### config.mk
export PLATFORM = sky130hd
export DESIGN_NAME = mwdp_cell
export DESIGN_NICKNAME = d
export VERILOG_FILES = /design/src/rtl/core/mwdp_pkg.sv /design/src/rtl/core/mwdp_cell.sv
export SDC_FILE = /design/constraint.sdc
export NUM_CORES = 1
export LEC_CHECK = 0
export ABC_AREA = 1
export BUFFER_PORTS_ARGS = -buffer_cell sky130_fd_sc_hd__buf_4
export CORE_MARGIN = 1.5
export CORE_UTILIZATION = 41
export DETAILED_ROUTE_END_ITERATION = 6
export PLACE_DENSITY = 0.55
export REMOVE_ABC_BUFFERS = 1
export SETUP_SLACK_MARGIN = 0.15
export SLEW_MARGIN = 30
export SYNTH_ARGS = -nofsm -noshare
export SYNTH_HDL_FRONTEND = slang
export SYNTH_SLANG_ARGS = --single-unit
### constraint.sdc
create_clock -name clock -period 4.1 [get_ports clock]
set_input_delay 0.205 -clock clock [delete_from_list [all_inputs] [get_ports clock]]
set_output_delay 0.205 -clock clock [all_outputs]
set_load 0.01 [all_outputs]
### src/rtl/core/mwdp_pkg.sv
// ----------------------------------------------------------------------------
// mwdp_pkg
// Shared widths, types and constants of the sliding-window max digit product.
// ----------------------------------------------------------------------------
package mwdp_pkg;

   localparam int MAX_WINDOW = 16;
   localparam int DIGIT_W    = 4;
   localparam int PRODUCT_W  = 51;
   localparam int LEN_W      = 5;
   localparam int IDX_W      = $clog2(MAX_WINDOW);
   localparam int CNT_W      = $clog2(MAX_WINDOW + 1);
   localparam int FULL_W     = PRODUCT_W + DIGIT_W;

   localparam logic [LEN_W-1:0]     LEN_RESET   = LEN_W'(13);
   localparam logic [PRODUCT_W-1:0] PRODUCT_CAP = {PRODUCT_W{1'b1}};

   typedef logic [PRODUCT_W-1:0] product_type;
   typedef logic [DIGIT_W-1:0]   digit_type;

   // control handed from the chain front end to the max tracker
   typedef struct packed {
      logic             valid;
      logic             last;
      logic             window_ok;
      logic [IDX_W-1:0] sel;
   } stage_type;

endpackage

### src/rtl/core/mwdp_cell.sv
// ----------------------------------------------------------------------------
// mwdp_cell
// One chain cell: holds the product of the newest k+1 digits, built from the
// left neighbor's previous product times the incoming digit, saturating.
// ----------------------------------------------------------------------------
module mwdp_cell (
   input  logic                  clock,
   input  logic                  enable,
   input  mwdp_pkg::product_type left,
   input  mwdp_pkg::digit_type   digit,
   output mwdp_pkg::product_type product
);
   import mwdp_pkg::*;

   logic [FULL_W-1:0] full;
   product_type       product_ff;
   product_type       product_in;

   always_comb begin
      full = {{DIGIT_W{1'b0}}, left} * {{PRODUCT_W{1'b0}}, digit};
      if (full > {{DIGIT_W{1'b0}}, PRODUCT_CAP}) begin
         product_in = PRODUCT_CAP;
      end else begin
         product_in = full[PRODUCT_W-1:0];
      end
   end

   always_ff @(posedge clock) begin
      if (enable) begin
         product_ff <= product_in;
      end
   end

   assign product = product_ff;

endmodule

==> impl_metrics.json <==
{
  "status": "complete, no violations",
  "postCtsSetupRepairBufs": 0,
  "crit_chain": "buf_8, nand2_1, inv_1, fa_1, inv_1, fa_1, inv_1, ha_1, nand2_1, inv_1, nand2_1, nor2_2, nand2_1, nor3_2, nand2_1, nand4_1, nand2_2, nor2_4, buf_12, nand3_1",
  "wl_per_cell_um": 13.6,
  "synthesis.area_um2": 10000,
  "p_per_area_nw_per_um2": 351,
  "synth_top_area_frac": 0.196,
  "setup-violations-final": 0,
  "worst_pin_slew_ps": 694,
  "endpoint_kind": "register",
  "max-slew-margin-rel": 0.538,
  "antenna_found_initial": 0,
  "dp.cells": 1985,
  "largest_reg_flops": 51,
  "die_h_um": 159,
  "port_buffers": 107,
  "vias_per_cell": 4.63,
  "area_delta_synth_final_pct": 15.6,
  "p_total_mw": 4.07,
  "clkTransAtPathRegs_ps": 70,
  "dpl_cell_area_um2": 11400,
  "ys.flop_type": "edfxtp_1",
  "crit_type": "in2reg",
  "yosysTopAreaCell": "fa_1",
  "clockRootBuffer": "clkbuf_16",
  "ys_seq_area_frac": 0.153,
  "drt_first_pass_iters": 5,
  "place_congestion": 0.900,
  "fin_crit_ps": 3740,
  "overflow": 0,
  "hold_viol_final": 0,
  "drive_above_1_share": 0.122,
  "route.final.wire_length_um": 27000,
  "synth.area.top_cells": "fa_1 20%, nand2_1 19%, inv_1 17%, edfxtp_1 15%, ha_1 7.4%",
  "fmax_mhz": 267,
  "postRouteAntennaNets": 0,
  "grt_max_degree": 52,
  "post_cts_resized": 0,
  "syn_area_per_cell_um2": 6.48,
  "path_max_fanout": 51,
  "async_reset_ff_frac": 0,
  "min_path_cells": 3,
  "critPathSlowestCell": "fa_1",
  "cts_made_buffers": 5,
  "post-route-cell-area_um2": 11600,
  "cp.arrival_ps": 3790,
  "cp.required_ps": 4150,
  "num_io_pins": 108,
  "instances_no_fill": 1993,
  "cpMostUsedCell": "nand2_1",
  "h-tree-depth": 2,
  "dp_hpwl_um": 22600,
  "fin_nets": 1882,
  "rows": 57,
  "yosys.cell_types.count": 34,
  "grt_pass1_vias": 9088,
  "drv_slew": 0,
  "cts.hold.buffers_added": 0,
  "cts_buffer_depth": 2,
  "n_fill_cell": 2610,
  "cts_sinks": 51,
  "track_usage": 0.220,
  "synth_edf_count": 51,
  "grt_pass1_wl_um": 45200,
  "ys_warn_count": 0,
  "syn_inst": 1547,
  "vdd_drop_max_mv": 0.217,
  "cts_tree": "done",
  "drc": 0,
  "min_path_type": "in2reg",
  "num_vias": 9227,
  "cellLeakagePower_nw": 6.99,
  "die_area_um2": 25400,
  "start_util": 0.415,
  "cap_viol_max_count": 0,
  "drt_iter0_drc": 579,
  "slowest_delay_ps": 540,
  "dieWidth_um": 159,
  "rsz0062_at_grt": "no",
  "antenna_cells": 0,
  "fin_crit_sh": 0.912,
  "coreArea_um2": 24200,
  "ys_ff_latch": 51,
  "cp-start-kind": "input pin"
}
## worst paths after layout
kind | from | slack (ps) | to
max | digit[3] | 360 | product[40]
min | left[0] | 220 | product[0]
## final cells by class
cell class              count  area [um^2]  area share
multi-input cells        1009         6600       0.570
inverters                 453         1700       0.147
flip-flops and latches     51         1530       0.132
repair buffers            148         1200       0.104
well taps                 324          405      0.0350
clock buffers               5          125      0.0108
clock inverters             3         23.8     0.00205
## cell usage in the layout, fill, tap and decap left out, types with 30 or more instances in the layout
| master | instances |
|---|---|
| nand2_1 | 498 |
| ha_1 | 58 |
| inv_1 | 446 |
| xnor2_1 | 30 |
| edfxtp_1 | 51 |
| fa_1 | 98 |
| nor2_1 | 88 |
| nand3_1 | 80 |
| a21oi_1 | 48 |
| buf_4 | 139 |
## report_power, final
| group | internal, mW | switching, mW |
|---|---|---|
| registers | 0.734 | 0.0471 |
| logic | 1.11 | 1.73 |
| clock network | 0.230 | 0.218 |
## metrics by stage
| stage | TNS (ps) | worst slack, ps | hold slack, ps | utilization |
|---|---|---|---|---|
| finish | 0 | 361 | 223 | 0.479 |
| global route | 0 | 162 | 239 | 0.479 |
| CTS | 0 | 193 | 220 | 0.478 |
| detailed placement | -2860 | -102 | 538 | 0.471 |
| global placement | -2760 | -70.8 | 541 | 0.471 |
| floorplan | 0 | 396 | 317 | - |
## Yosys cell counts, types with 5 or more instances
cell type    n
nand2_1    498
nand4_1     14
nor3_1      11
inv_2        6
fa_1        98
nand3_1     80
ha_1        59
clkbuf_1    24
xnor2_1     30
o21ai_0     13
nand3b_1     5
nor2_2       6
nor2_4       5
inv_1      446
o21bai_1    12
nor2_1      89
xor2_1       6
edfxtp_1    51
nand3_2     13
buf_6        9
a21oi_1     50
## critical path, delay by kind of cell
kind / cells / cell delay (ps)
adders and majority gates: 3 / 1480
buffers and inverters: 6 / 640
and+or+nand+nor: 11 / 1430
## cells by family (layout without fill, tap and decap cells)
family,Yosys count,count (layout),share of synthesized area
AOI/OAI and AO/OA,85,85,0.0487
xor gates and xnor gates,36,36,0.0315
adders and majority gates,157,157,0.269
buffers and inverters,487,609,0.190
DFF,51,51,0.153
and+or+nand+nor,731,731,0.307
## per-layer routing
layer  vias to the layer above  wire (um)  track usage
li1                       4760          -            -
met1                      4236      13300        0.318
met4                         0        393       0.0472
met3                        22       1140       0.0219
met5                         -          0            0
met2                       209      12200        0.358
Power figures use the tool's default switching activity.
