==> src/rtl/core/mwdp_pkg.sv <==
// ----------------------------------------------------------------------------
// mwdp_pkg
// Shared widths, types and constants of the sliding-window max digit product.
// ----------------------------------------------------------------------------
package mwdp_pkg;

   localparam int MAX_WINDOW = 16;
   localparam int DIGIT_W    = 4;
   localparam int PRODUCT_W  = 51;
   localparam int LEN_W      = 5;
   localparam int IDX_W      = $clog2(MAX_WINDOW);
   localparam int CNT_W      = $clog2(MAX_WINDOW + 1);
   localparam int FULL_W     = PRODUCT_W + DIGIT_W;

   localparam logic [LEN_W-1:0]     LEN_RESET   = LEN_W'(13);
   localparam logic [PRODUCT_W-1:0] PRODUCT_CAP = {PRODUCT_W{1'b1}};

   typedef logic [PRODUCT_W-1:0] product_type;
   typedef logic [DIGIT_W-1:0]   digit_type;

   // control handed from the chain front end to the max tracker
   typedef struct packed {
      logic             valid;
      logic             last;
      logic             window_ok;
      logic [IDX_W-1:0] sel;
   } stage_type;

endpackage

==> src/rtl/core/mwdp_rsp_if.sv <==
// ----------------------------------------------------------------------------
// mwdp_rsp_if
// Result channel: one transaction per string with the maximum window product.
// ----------------------------------------------------------------------------
interface mwdp_rsp_if;
   logic                            valid;
   logic                            ready;
   logic [mwdp_pkg::PRODUCT_W-1:0]  max_product;
   logic                            full_window_seen;

   modport source (output valid, output max_product, output full_window_seen, input ready);
   modport sink   (input valid, input max_product, input full_window_seen, output ready);
endinterface

==> src/rtl/core/mwdp_tracker.sv <==
// ----------------------------------------------------------------------------
// mwdp_tracker
// Picks the window product out of the chain, keeps the running maximum and
// drives the result register at the end of each string.
// ----------------------------------------------------------------------------
module mwdp_tracker (
   input  logic                  clock,
   input  logic                  reset,
   input  mwdp_pkg::stage_type   stage,
   input  mwdp_pkg::product_type products [mwdp_pkg::MAX_WINDOW],
   output logic                  advance,
   mwdp_rsp_if.source            rsp
);
   import mwdp_pkg::*;

   product_type best_ff, best_in;
   logic        any_ff, any_in;
   logic        rsp_valid_ff, rsp_valid_in;
   product_type rsp_prod_ff, rsp_prod_in;
   logic        rsp_any_ff, rsp_any_in;

   product_type win;
   product_type new_best;
   logic        new_any;
   logic        out_free;

   always_comb begin
      out_free = !rsp_valid_ff || rsp.ready;
      advance  = !(stage.valid && stage.last) || out_free;
      win      = products[stage.sel];
      new_best = (stage.window_ok && (win > best_ff)) ? win : best_ff;
      new_any  = any_ff || stage.window_ok;

      best_in      = best_ff;
      any_in       = any_ff;
      rsp_valid_in = rsp_valid_ff && !rsp.ready;
      rsp_prod_in  = rsp_prod_ff;
      rsp_any_in   = rsp_any_ff;

      if (stage.valid && advance) begin
         if (stage.last) begin
            rsp_valid_in = 1'b1;
            rsp_prod_in  = new_best;
            rsp_any_in   = new_any;
            best_in      = '0;
            any_in       = 1'b0;
         end else begin
            best_in = new_best;
            any_in  = new_any;
         end
      end
   end

   always_ff @(posedge clock) begin
      if (reset) begin
         best_ff      <= '0;
         any_ff       <= 1'b0;
         rsp_valid_ff <= 1'b0;
      end else begin
         best_ff      <= best_in;
         any_ff       <= any_in;
         rsp_valid_ff <= rsp_valid_in;
      end
   end

   always_ff @(posedge clock) begin
      rsp_prod_ff <= rsp_prod_in;
      rsp_any_ff  <= rsp_any_in;
   end

   assign rsp.valid            = rsp_valid_ff;
   assign rsp.max_product      = rsp_prod_ff;
   assign rsp.full_window_seen = rsp_any_ff;

   // no window in the string means the reported maximum is zero
   a_no_window_zero: assert property (@(posedge clock) disable iff (reset)
      rsp_valid_ff && !rsp_any_ff |-> rsp_prod_ff == '0)
      else $error("result without full window carries nonzero product");

   // end of string clears the running maximum
   a_best_cleared: assert property (@(posedge clock) disable iff (reset)
      stage.valid && stage.last && advance |=> best_ff == '0 && !any_ff)
      else $error("running maximum not cleared after end of string");

   // a new result only comes from an end-of-string digit
   a_rsp_source: assert property (@(posedge clock) disable iff (reset)
      $rose(rsp_valid_ff) |-> $past(stage.valid && stage.last))
      else $error("result raised without end-of-string digit");

endmodule

==> src/flat_wrapper.sv <==
// flat-port wrapper written by rule: the top's interface ports become plain ports
module mwdp_tracker_flat import mwdp_pkg::*;
  (clock, reset, stage, products, advance, rsp_valid, rsp_max_product, rsp_full_window_seen, rsp_ready);
  mwdp_rsp_if rsp_i ();
  input  logic clock;
  input  logic reset;
  input  mwdp_pkg::stage_type stage;
  input  mwdp_pkg::product_type products[mwdp_pkg::MAX_WINDOW];
  output logic advance;
  output wire logic [$bits(rsp_i.valid)-1:0] rsp_valid;
  output wire logic [$bits(rsp_i.max_product)-1:0] rsp_max_product;
  output wire logic [$bits(rsp_i.full_window_seen)-1:0] rsp_full_window_seen;
  input wire logic [$bits(rsp_i.ready)-1:0] rsp_ready;
  assign rsp_valid = rsp_i.valid;
  assign rsp_max_product = rsp_i.max_product;
  assign rsp_full_window_seen = rsp_i.full_window_seen;
  assign rsp_i.ready = rsp_ready;
  mwdp_tracker u_core (.clock(clock), .reset(reset), .stage(stage), .products(products), .advance(advance), .rsp(rsp_i));
endmodule
==> config.mk <==
export PLATFORM = sky130hd
export DESIGN_NAME = mwdp_tracker_flat
export DESIGN_NICKNAME = d
export VERILOG_FILES = /design/src/rtl/core/mwdp_pkg.sv /design/src/rtl/core/mwdp_rsp_if.sv /design/src/rtl/core/mwdp_tracker.sv /design/src/flat_wrapper.sv
export SDC_FILE = /design/constraint.sdc
export NUM_CORES = 1
export LEC_CHECK = 0
export BUFFER_PORTS_ARGS = -buffer_cell sky130_fd_sc_hd__buf_2
export CAP_MARGIN = 20
export CORE_AREA = 2 2 347 349
export CTS_CLUSTER_DIAMETER = 50
export CTS_CLUSTER_SIZE = 8
export DETAILED_ROUTE_END_ITERATION = 8
export DIE_AREA = 0 0 349 351
export HOLD_SLACK_MARGIN = 0.02
export PLACE_DENSITY_LB_ADDON = 0.12
export SYNTH_ARGS = -nofsm -noshare
export SYNTH_HDL_FRONTEND = slang
export SYNTH_SLANG_ARGS = --single-unit
==> constraint.sdc <==
create_clock -name clock -period 4.2 [get_ports clock]
set_clock_uncertainty 0.05 [all_clocks]
set_input_delay 0.21 -clock clock [delete_from_list [all_inputs] [get_ports clock]]
set_output_delay 0.21 -clock clock [all_outputs]
set_load 0.02 [all_outputs]
==> summary.md <==
| Metric | Value |
|---|---|
| Result of the run | `completed` |
| Startpoint type of the worst setup path | `input pin` |
| Ys async rst share | `0%` |
| Placement Rows | `127` |
| Number of flops mapped to enable cells by yosys | `52` |
| Drt initial violations | `524` |
| Crit path max fanout | `13` |
| Delay of the slowest cell on the worst path | `0.56 ns` |
| Number of global-route vias before repair | `12,946` |
| Via Count | `11,837` |
| Core ar. | `119,000 um2` |
| Layout cells sized above 1 | `79.77%` |
| Critical-path cell with the highest stage delay | `mux4_2` |
| Endpoint type of the worst setup path | `register` |
| H-tree levels | `3` |
| Clock root cell | `clkbuf_16` |
| Number of nets with antenna violations after detailed routing | `0` |
| Portion of netlist area occupied by mux cells | `56.41%` |
| CP Cell Sequence | `buf_16 -> buf_12 -> buf_12 -> mux4_2 -> mux4_2 -> ha_1 -> and4_1 -> a221o_1 -> a2111oi_4 -> buf_4 -> o32ai_1 -> buf_4 -> nor3b_4 -> buf_4 -> bufbuf_16 -> a22o_1` |
| Min-delay worst type | `in -> reg` |
| Post-synthesis to final-layout area growth | `73.10%` |
| Residual DRC | `0` |
| Overall die width | `349 um` |
| Share of the yosys chip area belonging to registers | `23.42%` |
| Clk pin slew, worst setup/hold paths | `0.09 ns` |
| Final design utilization | `16.29%` |
| Main combinational cell family by area after synthesis | `multiplexers` |
| Reg2Reg Setup Slack | `1.08 ns` |
| Reg2reg start | `u_core.best_ff[4]` |
| Overall power consumption | `4.175 mW` |
| Number of instances in the synthesized netlist | `740` |
| Sink Count | `105` |
| Die height | `351 um` |
| Effective utilization at floorplan | `9.409%` |
| Number of nets in the layout | `2,612` |
| Detailed Place HPWL | `63.04 mm` |
| Summed instance area of the synthesized netlist | `11,200 um2` |
| GRT overflow | `0` |
| Overall die area | `122,500 um2` |
| CTS Buffer Depth | `2` |
| Cell occurring most often along the worst timing path | `buf_4` |
| Worst reg2reg endpoint | `u_core.best_ff[10]` |
| TritonCTS clock tree | `done` |
| Overall Global Routing Usage | `11.25%` |
| Critical Setup Path Class | `in -> reg` |
| Worst hold path stage count | `2` |
| Yosys warns | `0` |
| First-pass iteration count of the detailed router | `4` |
| Post-Synthesis Mean Instance Area | `15.13 um2` |
| Headroom to the max-slew limit | `37.43%` |
| Wire length of the first global-routing pass | `97.08 mm` |
| Distinct cells, synth | `38` |
| Final Hold Vio Count | `0` |
| Fin. max-slew vios | `0` |
| Worst Tran Pin Value | `0.9386 ns` |
| Clock network latency to the later pin of the worst-skew pair | `0.39 ns` |
| Launch point of the worst path | `stage[0]` |
| Number of antenna violations at the first check in global routing | `15` |
| R2r worst-path depth | `14` |
| Sum of negative setup slack | `0 ns` |
| Number of filler cells placed in the layout | `13,263` |
| Final setup fails | `0` |
| CTS Buf Count | `9` |
| MaxCap Viol Count | `0` |
| Fmax | `0.2512 GHz` |
| Largest net degree at the start of global routing | `25` |
| Main synth FF type | `dfxtp_1` |
| Data arrival, critical path | `4.27 ns` |
| Synth Area in Compound Gates | `6.726%` |
| Leading cell types in the layout, fill and taps excluded | `buf_2 (875), mux4_2 (255), buf_4 (145), inv_1 (53), dfxtp_1 (53)` |
| End point of the critical path | `u_core.best_ff[10]` |
| Share of the synthesized netlist area taken by xor and xnor gates | `0%` |
| Post-synthesis simple-gate area fraction | `2.804%` |
| Number of buffers inserted by port buffering | `879` |
| Drt via density | `3.599` |
| Largest voltage drop on the vdd net | `0.2073 mV` |
| Ports | `880` |
| Count of state elements after synthesis | `105` |
| Routed WL per cell | `22.26 um` |
| Synth Net Count | `1,617` |
| Routed wire length | `73.22 mm` |
| Part of the cycle the worst path needs | `94.78%` |
| Setup repair after global routing missed its margin | `false` |
| Static Leak | `8.204 nW` |
| RePlAce Congestion | `0.9099` |
| Post-layout min period | `3.981 ns` |
| Adder and majority cell fraction of the synthesized area | `5.698%` |
| Leading cell type in the layout, fill and taps excluded | `buf_2` |
| Power Dens Cells | `215.4 nW/um2` |
| Required time of the critical path | `4.49 ns` |
[worst max-delay path, delay by kind of cell]
kind	cells	cell delay, ns
compound gates	4	0.98
fa+ha+maj	1	0.30
buf+inv	7	1.20
mux	2	1.11
simple gates	2	0.42
[how the worst min path moves through the flow]
stage	from	slack [ns]	endpoint
5_1_grt	stage[4]	0.08	u_core.rsp.full_window_seen
3_5_place_dp	u_core.best_ff[14]	0.44	u_core.best_ff[14]
2_1_floorplan	reset	0.23	u_core.rsp.valid
3_3_place_gp	u_core.best_ff[21]	0.44	u_core.best_ff[21]
6_report	stage[4]	0.11	u_core.rsp.full_window_seen
4_1_cts	stage[4]	0.06	u_core.rsp.full_window_seen
[synth_stat cells, drive strengths merged (4+ instances only)]
| cell type | count | area (um2) |
|---|---|---|
| mux4 | 255 | 5743 |
| a22o | 51 | 446.7 |
| dfxtp | 53 | 1061 |
| mux2 | 51 | 574.3 |
| o21ai | 9 | 45.04 |
| nand2 | 15 | 56.30 |
| inv | 53 | 198.9 |
| ha | 51 | 638.1 |
| nand3 | 6 | 30.03 |
| nor2 | 6 | 22.52 |
| clkbuf | 33 | 123.9 |
| buf | 40 | 230.2 |
| a221oi | 4 | 35.03 |
| edfxtp | 52 | 1562 |
| nand4 | 11 | 68.82 |
| a21oi | 22 | 113.9 |
[what timing repair did]
item | 4_1_cts | 5_1_grt
hold buffers | 1 | 0
gates resized for setup | 4 | 11
endpoints found under the setup margin | 51 | 102
setup buffers | 2 | 5
cloned | 2 | 5
hold endpoints to repair | 2 | 0
pin swaps | 2 | 6
[layout make-up]
cell class	instances	area [um2]	area share, %
multi-input combinational	509	8063	41.60
timing repair buffer	1057	6266	32.33
sequential	105	2623	13.53
tap	1548	1937	9.992
clock buffer	9	225.2	1.162
inverter	53	198.9	1.026
clock inverter	7	68.82	0.3550
antenna	1	2.502	0.01291
[metal layers]
layer	track usage (%)	routed length [um]	vias to the layer above
li1	-	-	5239
met1	13.75	30300	6042
met2	19.55	36700	492
met3	3.093	4882	54
met4	2.604	1273	10
met5	0	61	-
[sequential cells by signal, summed over array words and instances, names as in the netlist]
name,count
u_core.best_ff,51
u_core.rsp.max_product,51
u_core.any_ff,1
u_core.rsp.full_window_seen,1
u_core.rsp.valid,1
[stage by stage]
stage / instance area [um2] / setup slack [ns] / hold WS (ns) / std cells
after floorplan: 11200 / 0.01053 / 0.2291 / 740
after global placement: 18750 / -0.5351 / 0.4356 / 3257
after detailed placement: 18750 / -0.5153 / 0.4395 / 3257
after CTS: 19150 / 0.004689 / 0.05709 / 3278
after global routing: 19380 / 0.03413 / 0.08318 / 3289
final: 19380 / 0.2194 / 0.1072 / 3289
[cell families after synthesis]
group / count (synthesis)
mux: 306
flops: 105
buf+inv: 126
simple gates: 55
compound gates: 97
fa+ha+maj: 51
[power by group]
group,total (mW),internal (mW),switching [mW]
combinational,2.06,1.17,0.888
clock,0.938,0.422,0.517
sequential,1.18,1.15,0.0289
Note: power is estimated with default switching activity, not from simulation.
